--- src/design/lldq_pkg.sv ---
// lldq_pkg: shared types and constants for the linked list deque engine
// no dependencies; imported by linked_list_deque_engine
`timescale 1ns / 1ps

package lldq_pkg;

  localparam int DEF_CAPACITY = 16;
  localparam int VALUE_W      = 32;
  localparam int OCC_W        = 5;
  localparam int IN_DATA_W    = 32;
  localparam int IN_USER_W    = 3;
  localparam int OUT_DATA_W   = 40;
  localparam int OUT_USER_W   = 2;

  typedef enum logic [IN_USER_W-1:0] {
    OP_PUSH_BACK  = 3'd0,
    OP_PUSH_FRONT = 3'd1,
    OP_POP_FRONT  = 3'd2,
    OP_POP_BACK   = 3'd3,
    OP_REMOVE     = 3'd4,
    OP_READ_FWD   = 3'd5,
    OP_READ_BWD   = 3'd6,
    OP_NONE       = 3'd7
  } op_e;

  typedef enum logic [OUT_USER_W-1:0] {
    ST_OK        = 2'd0,
    ST_EMPTY     = 2'd1,
    ST_NOT_FOUND = 2'd2,
    ST_FULL      = 2'd3
  } status_e;

endpackage

--- src/design/linked_list_deque_engine.sv ---
// linked_list_deque_engine: bounded doubly linked deque of signed 32-bit values
// depends on lldq_pkg and lldq_ram (value, next link and prior link stores)
//
//   channel  dir  tdata                              tuser        tlast
//   s_axis   in   item_value[31:0]                   op[2:0]      -
//   m_axis   out  out_value[31:0], occupancy[36:32]  status[1:0]  last
//
// one operation at a time; a new transfer is taken whenever the sequencer is idle
// push: EXEC writes the node, LINK rewrites a neighbor link if one exists, then EMIT
// pop: EXEC, RD, RSP, EMIT; remove: RD and RSP per node visited, between EXEC and EMIT
// read: RD and RSP per element after EXEC; node walks wait on the registered node stores
// reset empties the list at once through the free map; stores need no clearing
// results wait in one output register; a stalled m_axis holds the sequencer
`timescale 1ns / 1ps

module linked_list_deque_engine #(
  parameter int CAPACITY = lldq_pkg::DEF_CAPACITY
) (
  input  logic                            clk_i,
  input  logic                            rst_ni,
  input  logic                            s_axis_tvalid,
  output logic                            s_axis_tready,
  input  logic [lldq_pkg::IN_DATA_W-1:0]  s_axis_tdata,   // item_value
  input  logic [lldq_pkg::IN_USER_W-1:0]  s_axis_tuser,   // op
  output logic                            m_axis_tvalid,
  input  logic                            m_axis_tready,
  output logic [lldq_pkg::OUT_DATA_W-1:0] m_axis_tdata,   // out_value, occupancy, zero pad
  output logic [lldq_pkg::OUT_USER_W-1:0] m_axis_tuser,   // status
  output logic                            m_axis_tlast
);

  import lldq_pkg::*;

  localparam int IDX_W = $clog2(CAPACITY);
  localparam int CNT_W = $clog2(CAPACITY + 1);
  localparam int PAD_W = OUT_DATA_W - VALUE_W - OCC_W;

  localparam logic [2:0] S_IDLE = 3'd0;
  localparam logic [2:0] S_EXEC = 3'd1;
  localparam logic [2:0] S_LINK = 3'd2;
  localparam logic [2:0] S_RD   = 3'd3;
  localparam logic [2:0] S_RSP  = 3'd4;
  localparam logic [2:0] S_EMIT = 3'd5;

  logic [2:0]          state_q, state_d;
  logic [CNT_W-1:0]    count_q, count_d;
  logic [CNT_W-1:0]    remain_q, remain_d;
  logic [IDX_W-1:0]    front_q, front_d;
  logic [IDX_W-1:0]    back_q, back_d;
  logic [IDX_W-1:0]    cur_q, cur_d;
  logic [CAPACITY-1:0] free_q, free_d;
  logic                out_valid_q, out_valid_d;

  op_e                 op_q, op_d;
  logic [VALUE_W-1:0]  val_q, val_d;
  logic [IDX_W-1:0]    node_q, node_d;
  logic [IDX_W-1:0]    link_q, link_d;
  logic [VALUE_W-1:0]  res_value_q, res_value_d;
  status_e             res_status_q, res_status_d;
  logic [VALUE_W-1:0]  out_value_q, out_value_d;
  status_e             out_status_q, out_status_d;
  logic                out_last_q, out_last_d;
  logic [OCC_W-1:0]    out_occ_q, out_occ_d;

  logic                val_we, next_we, prior_we, rd_en;
  logic [IDX_W-1:0]    val_waddr, next_waddr, prior_waddr;
  logic [VALUE_W-1:0]  val_wdata;
  logic [IDX_W-1:0]    next_wdata, prior_wdata;
  logic [VALUE_W-1:0]  rd_value;
  logic [IDX_W-1:0]    rd_next, rd_prior;

  logic [IDX_W-1:0]    alloc_idx;
  logic                slot_free;
  logic                in_xfer;
  logic                is_push, is_pop, is_read;

  // lowest free node
  always_comb begin
    alloc_idx = '0;
    for (int i = CAPACITY - 1; i >= 0; i--) begin
      if (free_q[i]) begin
        alloc_idx = IDX_W'(i);
      end
    end
  end

  assign slot_free = !out_valid_q || m_axis_tready;
  assign in_xfer   = s_axis_tvalid && s_axis_tready;
  assign is_push   = (op_q inside {OP_PUSH_BACK, OP_PUSH_FRONT});
  assign is_pop    = (op_q inside {OP_POP_FRONT, OP_POP_BACK});
  assign is_read   = (op_q inside {OP_READ_FWD, OP_READ_BWD});

  always_comb begin
    state_d      = state_q;
    count_d      = count_q;
    remain_d     = remain_q;
    front_d      = front_q;
    back_d       = back_q;
    cur_d        = cur_q;
    free_d       = free_q;
    out_valid_d  = out_valid_q;
    op_d         = op_q;
    val_d        = val_q;
    node_d       = node_q;
    link_d       = link_q;
    res_value_d  = res_value_q;
    res_status_d = res_status_q;
    out_value_d  = out_value_q;
    out_status_d = out_status_q;
    out_last_d   = out_last_q;
    out_occ_d    = out_occ_q;

    val_we       = 1'b0;
    val_waddr    = alloc_idx;
    val_wdata    = val_q;
    next_we      = 1'b0;
    next_waddr   = alloc_idx;
    next_wdata   = alloc_idx;
    prior_we     = 1'b0;
    prior_waddr  = alloc_idx;
    prior_wdata  = alloc_idx;
    rd_en        = 1'b0;

    if (out_valid_q && m_axis_tready) begin
      out_valid_d = 1'b0;
    end

    case (state_q)
      S_IDLE: begin
        if (in_xfer) begin
          op_d  = op_e'(s_axis_tuser);
          val_d = s_axis_tdata[VALUE_W-1:0];
          if (op_e'(s_axis_tuser) != OP_NONE) begin
            state_d = S_EXEC;
          end
        end
      end
      S_EXEC: begin
        if (is_push) begin
          res_value_d = val_q;
          if (free_q == '0) begin
            res_status_d = ST_FULL;
            state_d      = S_EMIT;
          end else begin
            res_status_d = ST_OK;
            val_we       = 1'b1;
            next_we      = 1'b1;
            prior_we     = 1'b1;
            if (count_q != '0 && op_q == OP_PUSH_FRONT) begin
              next_wdata = front_q;
            end
            if (count_q != '0 && op_q == OP_PUSH_BACK) begin
              prior_wdata = back_q;
            end
            free_d[alloc_idx] = 1'b0;
            count_d           = count_q + CNT_W'(1);
            node_d            = alloc_idx;
            if (count_q == '0) begin
              front_d = alloc_idx;
              back_d  = alloc_idx;
              state_d = S_EMIT;
            end else if (op_q == OP_PUSH_BACK) begin
              link_d  = back_q;
              back_d  = alloc_idx;
              state_d = S_LINK;
            end else begin
              link_d  = front_q;
              front_d = alloc_idx;
              state_d = S_LINK;
            end
          end
        end else if (count_q == '0) begin
          res_value_d  = '0;
          res_status_d = (op_q == OP_REMOVE) ? ST_NOT_FOUND : ST_EMPTY;
          state_d      = S_EMIT;
        end else begin
          cur_d    = (op_q inside {OP_POP_BACK, OP_READ_BWD}) ? back_q : front_q;
          remain_d = count_q;
          state_d  = S_RD;
        end
      end
      S_LINK: begin
        if (op_q == OP_PUSH_BACK) begin
          next_we    = 1'b1;
          next_waddr = link_q;
          next_wdata = node_q;
        end else begin
          prior_we    = 1'b1;
          prior_waddr = link_q;
          prior_wdata = node_q;
        end
        state_d = S_EMIT;
      end
      S_RD: begin
        rd_en   = 1'b1;
        state_d = S_RSP;
      end
      S_RSP: begin
        if (is_read) begin
          if (slot_free) begin
            out_valid_d  = 1'b1;
            out_value_d  = rd_value;
            out_status_d = ST_OK;
            out_last_d   = (remain_q == CNT_W'(1));
            out_occ_d    = OCC_W'(count_q);
            if (remain_q == CNT_W'(1)) begin
              state_d = S_IDLE;
            end else begin
              cur_d    = (op_q == OP_READ_FWD) ? rd_next : rd_prior;
              remain_d = remain_q - CNT_W'(1);
              state_d  = S_RD;
            end
          end
        end else if (is_pop || rd_value == val_q) begin
          // unlink the current node
          if (cur_q == front_q) begin
            front_d = rd_next;
          end else begin
            next_we    = 1'b1;
            next_waddr = rd_prior;
            next_wdata = rd_next;
          end
          if (cur_q == back_q) begin
            back_d = rd_prior;
          end else begin
            prior_we    = 1'b1;
            prior_waddr = rd_next;
            prior_wdata = rd_prior;
          end
          free_d[cur_q] = 1'b1;
          count_d       = count_q - CNT_W'(1);
          res_value_d   = rd_value;
          res_status_d  = ST_OK;
          state_d       = S_EMIT;
        end else if (remain_q == CNT_W'(1)) begin
          res_value_d  = '0;
          res_status_d = ST_NOT_FOUND;
          state_d      = S_EMIT;
        end else begin
          cur_d    = rd_next;
          remain_d = remain_q - CNT_W'(1);
          state_d  = S_RD;
        end
      end
      S_EMIT: begin
        if (slot_free) begin
          out_valid_d  = 1'b1;
          out_value_d  = res_value_q;
          out_status_d = res_status_q;
          out_last_d   = 1'b1;
          out_occ_d    = OCC_W'(count_q);
          state_d      = S_IDLE;
        end
      end
      default: begin
        state_d = S_IDLE;
      end
    endcase
  end

  always_ff @(posedge clk_i or negedge rst_ni) begin
    if (!rst_ni) begin
      state_q     <= S_IDLE;
      count_q     <= '0;
      remain_q    <= '0;
      front_q     <= '0;
      back_q      <= '0;
      cur_q       <= '0;
      free_q      <= '1;
      out_valid_q <= 1'b0;
    end else begin
      state_q     <= state_d;
      count_q     <= count_d;
      remain_q    <= remain_d;
      front_q     <= front_d;
      back_q      <= back_d;
      cur_q       <= cur_d;
      free_q      <= free_d;
      out_valid_q <= out_valid_d;
    end
  end

  always_ff @(posedge clk_i) begin
    op_q         <= op_d;
    val_q        <= val_d;
    node_q       <= node_d;
    link_q       <= link_d;
    res_value_q  <= res_value_d;
    res_status_q <= res_status_d;
    out_value_q  <= out_value_d;
    out_status_q <= out_status_d;
    out_last_q   <= out_last_d;
    out_occ_q    <= out_occ_d;
  end

  lldq_ram #(.Width(VALUE_W), .Depth(CAPACITY)) u_value_ram (
    .clk_i   (clk_i),
    .we_i    (val_we),
    .waddr_i (val_waddr),
    .wdata_i (val_wdata),
    .re_i    (rd_en),
    .raddr_i (cur_q),
    .rdata_o (rd_value)
  );

  lldq_ram #(.Width(IDX_W), .Depth(CAPACITY)) u_next_ram (
    .clk_i   (clk_i),
    .we_i    (next_we),
    .waddr_i (next_waddr),
    .wdata_i (next_wdata),
    .re_i    (rd_en),
    .raddr_i (cur_q),
    .rdata_o (rd_next)
  );

  lldq_ram #(.Width(IDX_W), .Depth(CAPACITY)) u_prior_ram (
    .clk_i   (clk_i),
    .we_i    (prior_we),
    .waddr_i (prior_waddr),
    .wdata_i (prior_wdata),
    .re_i    (rd_en),
    .raddr_i (cur_q),
    .rdata_o (rd_prior)
  );

  assign s_axis_tready = (state_q == S_IDLE);
  assign m_axis_tvalid = out_valid_q;
  assign m_axis_tdata  = {{PAD_W{1'b0}}, out_occ_q, out_value_q};
  assign m_axis_tuser  = out_status_q;
  assign m_axis_tlast  = out_last_q;

`ifndef SYNTHESIS
  a_count_bound: assert property (@(posedge clk_i) disable iff (!rst_ni)
    int'(count_q) <= CAPACITY)
    else $error("element count exceeds capacity");

  a_free_consistent: assert property (@(posedge clk_i) disable iff (!rst_ni)
    $countones(free_q) + int'(count_q) == CAPACITY)
    else $error("free map disagrees with element count");

  a_accept_starts: assert property (@(posedge clk_i) disable iff (!rst_ni)
    (in_xfer && op_e'(s_axis_tuser) != OP_NONE) |=> state_q == S_EXEC)
    else $error("accepted operation did not start");

  a_no_overwrite: assert property (@(posedge clk_i) disable iff (!rst_ni)
    (out_valid_q && !m_axis_tready) |=> $stable(out_value_q) && $stable(out_occ_q))
    else $error("pending result overwritten");
`endif

endmodule

--- src/design/lldq_ram.sv ---
// lldq_ram: generic single write port, single read port ram with registered read
// no dependencies; used for the node value and link stores
`timescale 1ns / 1ps

module lldq_ram #(
  parameter int Width = 32,
  parameter int Depth = 16
) (
  input  logic                     clk_i,
  input  logic                     we_i,
  input  logic [$clog2(Depth)-1:0] waddr_i,
  input  logic [Width-1:0]         wdata_i,
  input  logic                     re_i,
  input  logic [$clog2(Depth)-1:0] raddr_i,
  output logic [Width-1:0]         rdata_o
);

  logic [Width-1:0] mem_q [Depth];
  logic [Width-1:0] rdata_q;

  always_ff @(posedge clk_i) begin
    if (we_i) begin
      mem_q[waddr_i] <= wdata_i;
    end
    if (re_i) begin
      rdata_q <= mem_q[raddr_i];
    end
  end

  assign rdata_o = rdata_q;

endmodule

--- config.mk ---
export PLATFORM = sky130hd
export DESIGN_NAME = linked_list_deque_engine
export DESIGN_NICKNAME = d
export VERILOG_FILES = /design/src/design/lldq_pkg.sv /design/src/design/linked_list_deque_engine.sv /design/src/design/lldq_ram.sv
export SDC_FILE = /design/constraint.sdc
export NUM_CORES = 1
export LEC_CHECK = 0
export CAP_MARGIN = 20
export CORE_ASPECT_RATIO = 0.6
export CORE_UTILIZATION = 25
export CTS_CLUSTER_DIAMETER = 80
export DETAILED_ROUTE_END_ITERATION = 10
export DONT_BUFFER_PORTS = 1
export GPL_TIMING_DRIVEN = 0
export PLACE_DENSITY = 0.4
export SETUP_SLACK_MARGIN = 0.02
export SYNTH_ARGS = -nofsm -noshare
export SYNTH_HDL_FRONTEND = slang
export SYNTH_SLANG_ARGS = --single-unit
--- constraint.sdc ---
create_clock -name clk_i -period 9.4 [get_ports clk_i]
set_clock_uncertainty 0.2 [all_clocks]
set_input_delay 0.94 -clock clk_i [delete_from_list [all_inputs] [get_ports clk_i]]
set_output_delay 0.94 -clock clk_i [all_outputs]
set_load 0.02 [all_outputs]
==> results of run 1 <==
[state kept, by name, indices dropped and copies added (netlist names), 4 cells and up]
signal,count
u_value_ram.mem_q,512
u_next_ram.mem_q,64
u_prior_ram.mem_q,64
out_value_q,32
res_value_q,32
u_value_ram.rdata_o,32
val_q,32
free_q,16
count_q,5
out_occ_q,5
remain_q,5
back_q,4
cur_q,4
front_q,4
link_q,4
node_q,4
u_next_ram.rdata_o,4
u_prior_ram.rdata_o,4
[Yosys cell counts (all sizes together), types with 3 or more instances]
master and n:
a2111oi 3, a211oi 11, a21o 7, a21oi 45, a22o 32, a31oi 3, a32oi 6, and2 15
and3 6, buf 43, clkbuf 49, dfrtp 26, dfstp 16, edfxtp 797, ha 5, inv 15
mux2 40, mux2i 15, mux4 200, nand2 69, nand2b 11, nand3 10, nand4 8, nor2 103
nor2b 14, nor3 21, nor3b 3, nor4 15, nor4b 3, o211ai 5, o21a 7, o21ai 45
o221ai 4, o22a 3, o22ai 6, o31ai 5, o32ai 3, or3 5, or3b 4, or4 6
xnor2 10, xor2 38
[per-layer routing]
layer	part of all wire (%)	GRT usage (%)	up-vias	wire length, um
met3	6.5	3.70	133	6680
li1	-	-	7567	-
met4	2.1	3.35	2	2130
met5	0.011	0	-	11
met1	50	22.9	9622	51700
met2	41	20.9	574	42500
[final timing paths]
path / to / slack, ps / startpoint / cells after the start
min in group asynchronous: back_q[3] / 540 / rst_ni / 2
hold reg to reg: free_q[13] / 340 / free_q[13] / 2
max in group asynchronous: free_q[14] / 8170 / rst_ni / 2
setup reg to reg: u_next_ram.mem_q[12][0] / 3620 / val_q[31] / 9
setup / recovery: u_next_ram.mem_q[12][0] / 3620 / val_q[31] / 9
hold / removal: val_q[30] / 130 / s_axis_tdata[30] / 0
[power by group through the flow]
stage	clock network (mW)	logic, mW	registers [mW]
finish	3.65	5.79	5.71
global route	3.88	6.18	5.77
CTS	3.76	5.76	5.71
detailed placement	0	5.74	5.79
global placement	0	5.26	5.84
floorplan	0	3.38	5.63
[stage by stage]
stage / TNS [ps] / cells / total power [mW]
final: 0 / 3804 / 15.2
after global routing: 0 / 3804 / 15.8
after CTS: 0 / 3792 / 15.2
after detailed placement: 0 / 3627 / 11.5
after global placement: -29390 / 3565 / 11.1
after floorplan: 0 / 1763 / 9.01
[layout make-up]
cell class | count | area, um2 | area share [%]
clock inverters | 53 | 552 | 1.36
inverters | 16 | 62.6 | 0.155
well taps | 1802 | 2250 | 5.57
repair buffers | 73 | 1030 | 2.54
plain buffers | 92 | 382 | 0.943
flip-flops and latches | 839 | 25000 | 61.8
diodes | 3 | 7.51 | 0.0185
clock buffers | 110 | 2440 | 6.04
multi-input cells | 816 | 8750 | 21.6
[kinds of logic (layout without fill, tap and decap cells)]
kind of cell / count (synthesis) / after routing / share of synthesized area (%)
other: 1 / 6 / 0.0110
AO/OA/AOI/OAI: 204 / 204 / 4.30
flip-flops: 839 / 839 / 73.4
multiplexers: 255 / 255 / 15.1
AND/OR/NAND/NOR: 300 / 300 / 4.41
XOR/XNOR: 48 / 48 / 1.23
buffers and inverters: 108 / 344 / 1.30
adder cells (fa/ha/maj): 6 / 6 / 0.243
[critical path: stages (launching register included)]
cell	delay, ps
edfxtp_1	820
xor2_1	380
nor4_1	920
nand4_1	420
o21ai_1	800
and2_0	370
buf_2	290
mux2i_1	510
nand2_1	200
nor2_1	480
[timing repair]
item / 4_1_cts / 5_1_grt
hold endpoints to repair: 42 / 0
resized for setup: 0 / 0
hold buffers: 2 / 0
setup buffers: 0 / 0
==> impl_results.md, run 1 <==
- Outcome: finished with violations
- Failing checks: DRC
- Rows: 104
- Max_cap viols: 0
- # nets final: 1972
- Mapped Cells: 1761
- CTS Buffer Depth: 3
- Least-Margin Pin Slew: 1120 ps
- Static Leak: 12.8 nW
- First-pass GRT wire length: 144 mm
- Setup crit end kind: flip-flop
- DRT Wirelength: 103 mm
- Num ports: 84
- Vias/cell: 4.71
- Final Critical Period: 5780 ps
- Ys async rst share: 5.01%
- Synthesized cell area: 34100 um2
- Initial Util: 25.3%
- Clock Power Share: 24.1%
- Synth cell types: 84
- Grt ovf: 0
- First drt pass iteration count: 8
- Combinational share of power: 38.2%
- Final worst slack: 3620 ps
- Die height: 288 um
- Share of post-route cells with drive strength above 1: 26.2%
- CP Class: reg -> reg
- Pwr dens: 374 nW/um2
- Syn Area/Cell: 19.3 um2
- CTS tree: done
- Finished Cell Area: 40500 um2
- GRT Overall Usage: 14.9%
- DRC violations left: 1
- Worst-path clk slew: 60 ps
- Worst VDD drop: 0.176 mV
- DP Worst Slack: 3810 ps
- Largest area contributor in the netlist: edfxtp_1
- H-tree Lvls: 3
- Via Count: 17900
- Critical Path RT: 9510 ps
- Area growth syn-to-layout: 18.9%
- Area of the core: 135000 um2
- Most frequent cells in the layout: 797 x edfxtp_1, 200 x mux4_2, 95 x clkbuf_16
- Final period util: 61.5%
- Top post-synthesis cells by area: edfxtp_1 70%, mux4_2 13%, dfrtp_1 1.9%, dfstp_2 1.2%, nor2_1 1.1%
- Worst slew margin: 24.3%
- P_int: 9.53 mW
- DP HPWL: 72.3 mm
- Antenna-violating nets left: 0
- PortBufs: 0
- CTS root buffer: clkbuf_16
- Path type of the worst min-delay path: in -> reg
- Commonest non-fill, non-tap cell in the layout: edfxtp_1
- Arr. time, crit path: 5890 ps
- Die Area: 138000 um2
- Synth top area share: 70.3%
- Per-cell routed wire length: 27.1 um
- First DRT Iteration DRCs: 2046
- Sw Ratio: 37.1%
- Setup crit start kind: flip-flop
- Highest Clock Rate: 0.173 GHz
- Clock sinks: 839
- Worst Path Max Fanout: 18
- Reg power frac: 37.7%
- Number of buffers created by CTS: 89
- #FFs+latches synth: 839
- Setup-failing EPs final: 0
- Number of global-route vias before repair: 18200
- RSZ-0062 raised after global routing: false
- Number of synthesized flops with an enable pin: 797
- Global placement routability congestion: 0.887
- Cell Area, Placed: 37300 um2
- Die Wd: 478 um
- Initial antenna violation count: 6
- Final Hold Fails: 0
- Fill cell total of the finished layout: 13100
- Seq/Total Area, Yosys: 73.4%
- Largest net degree at the start of global routing: 43
- Synth Flop Type: edfxtp_1
- Slew Viols, Final: 0
- WHS: 133 ps
- Switching power: 5.62 mW
- Util after Layout: 30.1%
- Synth Warn #: 0
- Clk_lat worst skew: 700 ps
(Power assumes the default switching activity.)
==> run 2, diff against run 1 <==
- clock period: 9.4 -> 5.8 ns (I/O delays scaled with it)
==> impl_results.md, run 2 (synthesized netlist as in run 1, its figures left out) <==
- Worst Hold Depth: 3 (+3)
- Die Area: 138000 um2 (unchanged)
- Share of post-route cells with drive strength above 1: 25.8% (-0.37 points)
- Global placement routability congestion: 0.887 (unchanged)
- GRT Overall Usage: 15.0% (+0.016 points)
- Num ports: 84 (unchanged)
- DRT Wirelength: 103 mm (about the same)
- # nets final: 2008 (+1.8%)
- CTS root buffer: clkbuf_16
- Max_cap viols: 0 (unchanged)
- Initial Util: 25.3% (unchanged)
- Worst slew margin: 24.8% (+0.53 points)
- Path type of the worst min-delay path: in -> reg
- Setup crit end kind: flip-flop
- Arr. time, crit path: 5370 ps (-520 ps)
- Largest net degree at the start of global routing: 43 (unchanged)
- Util after Layout: 30.4% (+0.28 points)
- Non-filler cells in the finished layout: 3840 (+0.95%)
- First drt pass iteration count: 7 (-1)
- Met2 Usage GRT: 20.9% (+0.036 points)
- Worst Reg2Reg Path Length in Cells: 9 (unchanged)
- Setup-failing EPs final: 0 (unchanged)
- DP HPWL: 72.3 mm (unchanged)
- P_int: 15.5 mW (+62%)
- Clk_lat worst skew: 700 ps (about the same)
- CP peak stage delay: 770 ps (-150 ps)
- Clock sinks: 839 (unchanged)
- Grt ovf: 0 (unchanged)
- Final worst slack: 535 ps (-3080 ps)
- Worst-path clk slew: 60 ps (about the same)
- Slew Viols, Final: 0 (unchanged)
- PortBufs: 0 (unchanged)
- DP Worst Slack: 212 ps (-3600 ps)
- Worst VDD drop: 0.292 mV (+66%)
- Area growth syn-to-layout: 20.0%
- DP Cell Count: 3627 (unchanged)
- DRC violations left: 0 (-1)
- First-pass GRT wire length: 144 mm (+0.23%)
- Initial antenna violation count: 4 (-2)
- Number of buffers created by CTS: 89 (unchanged)
- Number of global-route vias before repair: 18400 (+1.0%)
- Final Hold Fails: 0 (unchanged)
- Pwr dens: 602 nW/um2 (+61%)
- Largest registers: u_value_ram.mem_q: 512 flops, u_next_ram.mem_q: 64 flops, u_prior_ram.mem_q: 64 flops
- Critical Path RT: 5910 ps (-3600 ps)
- Final period util: 90.8% (+29 points)
- Antenna-violating nets left: 0 (unchanged)
- Total Power: 24.6 mW (+62%)
- Clock Power Share: 24.0% (about the same)
- Per-cell routed wire length: 26.8 um (-0.90%)
- CP Class: reg -> reg
- GRT Max-Usage Layer: met1
- Final Critical Period: 5260 ps (-519 ps)
- Switching power: 9.13 mW (+62%)
- Commonest non-fill, non-tap cell in the layout: edfxtp_1
- Area of the core: 135000 um2 (unchanged)
- Highest Clock Rate: 0.190 GHz (+9.9%)
- RSZ-0062 raised after global routing: false
- First DRT Iteration DRCs: 1877 (-8.3%)
- CTS tree: done
- Most frequent cells in the layout: 797 x edfxtp_1, 200 x mux4_2, 95 x clkbuf_16
- Reg power frac: 37.6% (about the same)
- Met1 usage: 23.0% (+0.069 points)
- Rows: 104 (unchanged)
- Die Wd: 478 um (unchanged)
- Max reg flops: 512 (unchanged)
- Outcome: finished clean
- Combinational share of power: 38.3% (about the same)
- Worst Path Max Fanout: 18 (unchanged)
- Least-Margin Pin Slew: 1130 ps (+3.99 ps)
- Setup crit start kind: flip-flop
- Grt met3 use: 3.62% (-0.084 points)
- Vias/cell: 4.71 (about the same)
- Die height: 288 um (unchanged)
- Most flops, register: u_value_ram.mem_q
- CP max stage cell: edfxtp_1
- Critical path, cell by cell: xor2_1, nor4_1, nand4_1, o21ai_2, clkbuf_1, a32oi_1, o211ai_1, o21ai_0, nor2_1
- H-tree Lvls: 3 (unchanged)
- CTS Buffer Depth: 3 (unchanged)
- Static Leak: 12.9 nW (+1.2%)
- Sw Ratio: 37.1% (about the same)
- Via Count: 18100 (+0.95%)
run 2: layout make-up:
| cell class | instances | area (um2) |
|---|---|---|
| Fill cell | 13100 | 93700 |
| Sequential cell | 839 | 25000 |
| Multi-Input combinational cell | 816 | 8760 |
| Clock buffer | 110 | 2440 |
| Tap cell | 1802 | 2250 |
| Timing Repair Buffer | 109 | 1390 |
| Clock inverter | 53 | 552 |
| Buffer | 92 | 382 |
| Inverter | 16 | 62.6 |
| Antenna cell | 3 | 7.51 |
run 2: layer usage:
metal | wire length [um] | part of all wire [%] | up-vias
li1 | - | - | 7641
met1 | 52200 | 51 | 9765
met2 | 42600 | 41 | 535
met3 | 6230 | 6.0 | 125
met4 | 2070 | 2.0 | 2
met5 | 11 | 0.011 | -
run 2: repair_timing:
action	CTS	global route
buffers inserted	0	0
hold endpoints to repair	78	0
hold buffers	38	0
endpoints found under the setup margin	0	88
gates resized for setup	0	2
run 2: through the flow:
stage,cell area (um2),setup TNS (ps),hold slack [ps]
after detailed placement,37300,0,86.6
after global placement,36300,-979120,86.7
after floorplan,34100,0,84.4
after global routing,40900,0,59.4
after CTS,40700,0,28.4
final,40900,0,85.8
run 2: power groups by stage:
stage / clock network, mW / registers, mW / logic [mW]
2_1_floorplan: 0 / 9.12 / 5.48
3_3_place_gp: 0 / 9.43 / 8.50
3_5_place_dp: 0 / 9.38 / 9.30
5_1_grt: 6.29 / 9.34 / 10.0
4_1_cts: 6.09 / 9.26 / 9.36
6_report: 5.92 / 9.25 / 9.43
run 2: critical path, delay by kind of cell (launching register included):
| kind | cells | cell delay (ps) |
|---|---|---|
| AOI/OAI and AO/OA | 4 | 1420 |
| and+or+nand+nor | 3 | 1720 |
| DFF | 1 | 770 |
| xor gates and xnor gates | 1 | 220 |
| buffers and inverters | 1 | 550 |
run 2: worst paths after layout:
check,start,endpoint,slack (ps)
hold reg to reg,remain_q[4],remain_q[4],340
setup reg to reg,val_q[0],u_next_ram.mem_q[13][2],540
setup / recovery,val_q[0],u_next_ram.mem_q[13][2],540
hold / removal,m_axis_tready,state_q[2],90
min in group asynchronous,rst_ni,back_q[3],190
max in group asynchronous,rst_ni,free_q[10],4930
==> run 3, diff against run 2 <==
--- a/constraint.sdc
+++ b/constraint.sdc
@@ -4,2 +4,2 @@
 set_output_delay 0.58 -clock clk_i [all_outputs]
-set_load 0.02 [all_outputs]
+set_load 0.1 [all_outputs]
==> impl_results.md, run 3 (synthesized netlist as in run 1, its figures left out) <==
- Setup crit start kind: flip-flop
- Pwr dens: 610 nW/um2 (+1.3%)
- Share of post-route cells with drive strength above 1: 25.6% (-0.29 points)
- GRT Overall Usage: 15.0% (+0.075 points)
- Commonest non-fill, non-tap cell in the layout: edfxtp_1
- Die height: 288 um (unchanged)
- Final Critical Period: 5520 ps (+257 ps)
- WHS: 69.2 ps (-16.6 ps)
- Setup crit end kind: flip-flop
- Number of buffers created by CTS: 89 (unchanged)
- CTS tree: done
- Outcome: finished clean
- Util after Layout: 30.3% (-0.098 points)
- Worst Setup SP: val_q[16]
- CP max stage cell: nor4_1
- Num ports: 84 (unchanged)
- Fill cell total of the finished layout: 13100 (+0.061%)
- Post-CTS Setup Bufs: 0 (unchanged)
- Final period util: 95.2% (+4.4 points)
- Vias/cell: 4.72 (+0.31%)
- DP HPWL: 72.3 mm (about the same)
- Arr. time, crit path: 5650 ps (+280 ps)
- Global placement routability congestion: 0.887 (unchanged)
- CTS Buffer Depth: 3 (unchanged)
- Most flops, register: u_value_ram.mem_q
- Reg power frac: 39.0% (+1.4 points)
- Max_cap viols: 0 (unchanged)
- Combinational share of power: 38.1% (-0.2 points)
- Slew Viols, Final: 0 (unchanged)
- Rows: 104 (unchanged)
- Non-filler cells in the finished layout: 3839 (-0.026%)
- Hold Startpoint: m_axis_tready
- Clk_lat worst skew: 710 ps (about the same)
- Worst Path Max Fanout: 18 (unchanged)
- Worst Hold Depth: 3 (unchanged)
- H-tree Lvls: 3 (unchanged)
- P_int: 15.2 mW (-1.6%)
- Worst-path clk slew: 60 ps (about the same)
- Antenna-violating nets left: 0 (unchanged)
- Highest Clock Rate: 0.181 GHz (-4.6%)
- RSZ-0062 raised after global routing: false
- Initial antenna violation count: 3 (-1)
- DP Worst Slack: 182 ps (-30.1 ps)
- DP Cell Count: 3628 (+0.028%)
- Sw Ratio: 38.7% (+1.6 points)
- Total Power: 24.8 mW (+1.0%)
- Critical path, cell by cell: xor2_1, nor4_1, nand4_1, o21ai_2, clkbuf_1, a32oi_1, o211ai_1, o21ai_0, nor2_1
- Final worst slack: 278 ps (-257 ps)
- Worst Reg2Reg Path Length in Cells: 9 (unchanged)
- # nets final: 2007 (-0.050%)
- Die Area: 138000 um2 (unchanged)
- CP Class: reg -> reg
- Worst r2r src: val_q[16]
- Area of the core: 135000 um2 (unchanged)
- Final Hold Fails: 0 (unchanged)
- Static Leak: 12.8 nW (-0.63%)
- Path type of the worst min-delay path: in -> reg
- Worst slew margin: 25.3% (+0.50 points)
- Most frequent cells in the layout: 797 x edfxtp_1, 200 x mux4_2, 91 x clkbuf_16
- Die Wd: 478 um (unchanged)
- CP peak stage delay: 920 ps (+150 ps)
- Setup-failing EPs final: 0 (unchanged)
- Max reg flops: 512 (unchanged)
- Buf/Inv on CP: 1 (unchanged)
- DRC violations left: 0 (unchanged)
- CTS root buffer: clkbuf_16
- Grt ovf: 0 (unchanged)
- CP delay by family, top: simple AND/OR/NAND/NOR gates
- Largest registers: u_value_ram.mem_q: 512 flops, u_next_ram.mem_q: 64 flops, u_prior_ram.mem_q: 64 flops
- Clock Power Share: 22.9% (-1.1 points)
- Area growth syn-to-layout: 19.6%
- Reg2reg setup slack: 280 ps (-260 ps)
- Critical Path RT: 5920 ps (about the same)
- DRT Wirelength: 103 mm (+0.21%)
- First-pass GRT wire length: 145 mm (+0.59%)
- Initial Util: 25.3% (unchanged)
- Number of global-route vias before repair: 18500 (+0.66%)
- Per-cell routed wire length: 26.9 um (+0.23%)
- Via Count: 18100 (+0.29%)
- First DRT Iteration DRCs: 1934 (+3.0%)
- Switching power: 9.62 mW (+5.4%)
- PortBufs: 0 (unchanged)
- Clock sinks: 839 (unchanged)
- First drt pass iteration count: 7 (unchanged)
- Largest net degree at the start of global routing: 43 (unchanged)
- CP Depth: 9 (unchanged)
- Worst VDD drop: 0.355 mV (+22%)
- Least-Margin Pin Slew: 1120 ps (-7.45 ps)
[run 3: cell types whose count changed in the layout (fill, tap and decap cells not counted), sizes merged]
| cell | previous run | this run |
|---|---|---|
| bufinv | 11 | 7 |
| diode | 3 | 2 |
| inv | 18 | 20 |
| clkinv | 37 | 38 |
| clkinvlp | 3 | 5 |
| buf | 115 | 114 |
[run 3: area by class of cell]
cell class / instances / area (um2) / area share [%]
well taps: 1802 / 2250 / 5.54
clock buffers: 110 / 2380 / 5.84
inverters: 16 / 62.6 / 0.154
clock inverters: 54 / 485 / 1.19
diodes: 2 / 5.00 / 0.0123
plain buffers: 92 / 382 / 0.937
multi-input cells: 816 / 8770 / 21.5
repair buffers: 108 / 1390 / 3.40
flip-flops and latches: 839 / 25000 / 61.4
[run 3: final timing paths]
check | end
worst min register to register | free_q[8]
max in group asynchronous | free_q[12]
min in group asynchronous | count_q[2]
worst max-delay path | u_next_ram.mem_q[13][0]
worst max register to register | u_next_ram.mem_q[13][0]
worst min-delay path | state_q[2]
[run 3: through the flow]
stage	instance area [um2]	TNS, ps
5_1_grt	40700	0
3_5_place_dp	37400	0
4_1_cts	40600	0
3_3_place_gp	36300	-1006220
6_report	40700	0
2_1_floorplan	34100	0
[run 3: metal layers]
| metal | up-vias | routed length (um) | global-route usage, % |
|---|---|---|---|
| met1 | 9802 | 52000 | 23.1 |
| met5 | - | 0 | 0 |
| li1 | 7650 | - | - |
| met2 | 548 | 42400 | 20.9 |
| met3 | 120 | 6930 | 3.91 |
| met4 | 0 | 1920 | 3.29 |
[run 3: worst min-delay path: cells and delay by family]
family,cells,cell delay (ps)
AND/OR/NAND/NOR,2,200
AO/OA/AOI/OAI,1,130
[run 3: timing repair]
| action | 4_1_cts | 5_1_grt |
|---|---|---|
| hold buffers | 38 | 0 |
| setup endpoints to repair | 0 | 80 |
| resized for setup | 0 | 2 |
| endpoints found under the hold margin | 78 | 0 |
[run 3: power by group through the flow]
stage               combinational, mW  clock (mW)  sequential, mW
global placement                 8.53           0            9.86
finish                           9.47        5.69            9.68
CTS                              9.40        5.86            9.69
floorplan                        5.51           0            9.55
global route                     10.1        6.06            9.78
detailed placement               9.34           0            9.81
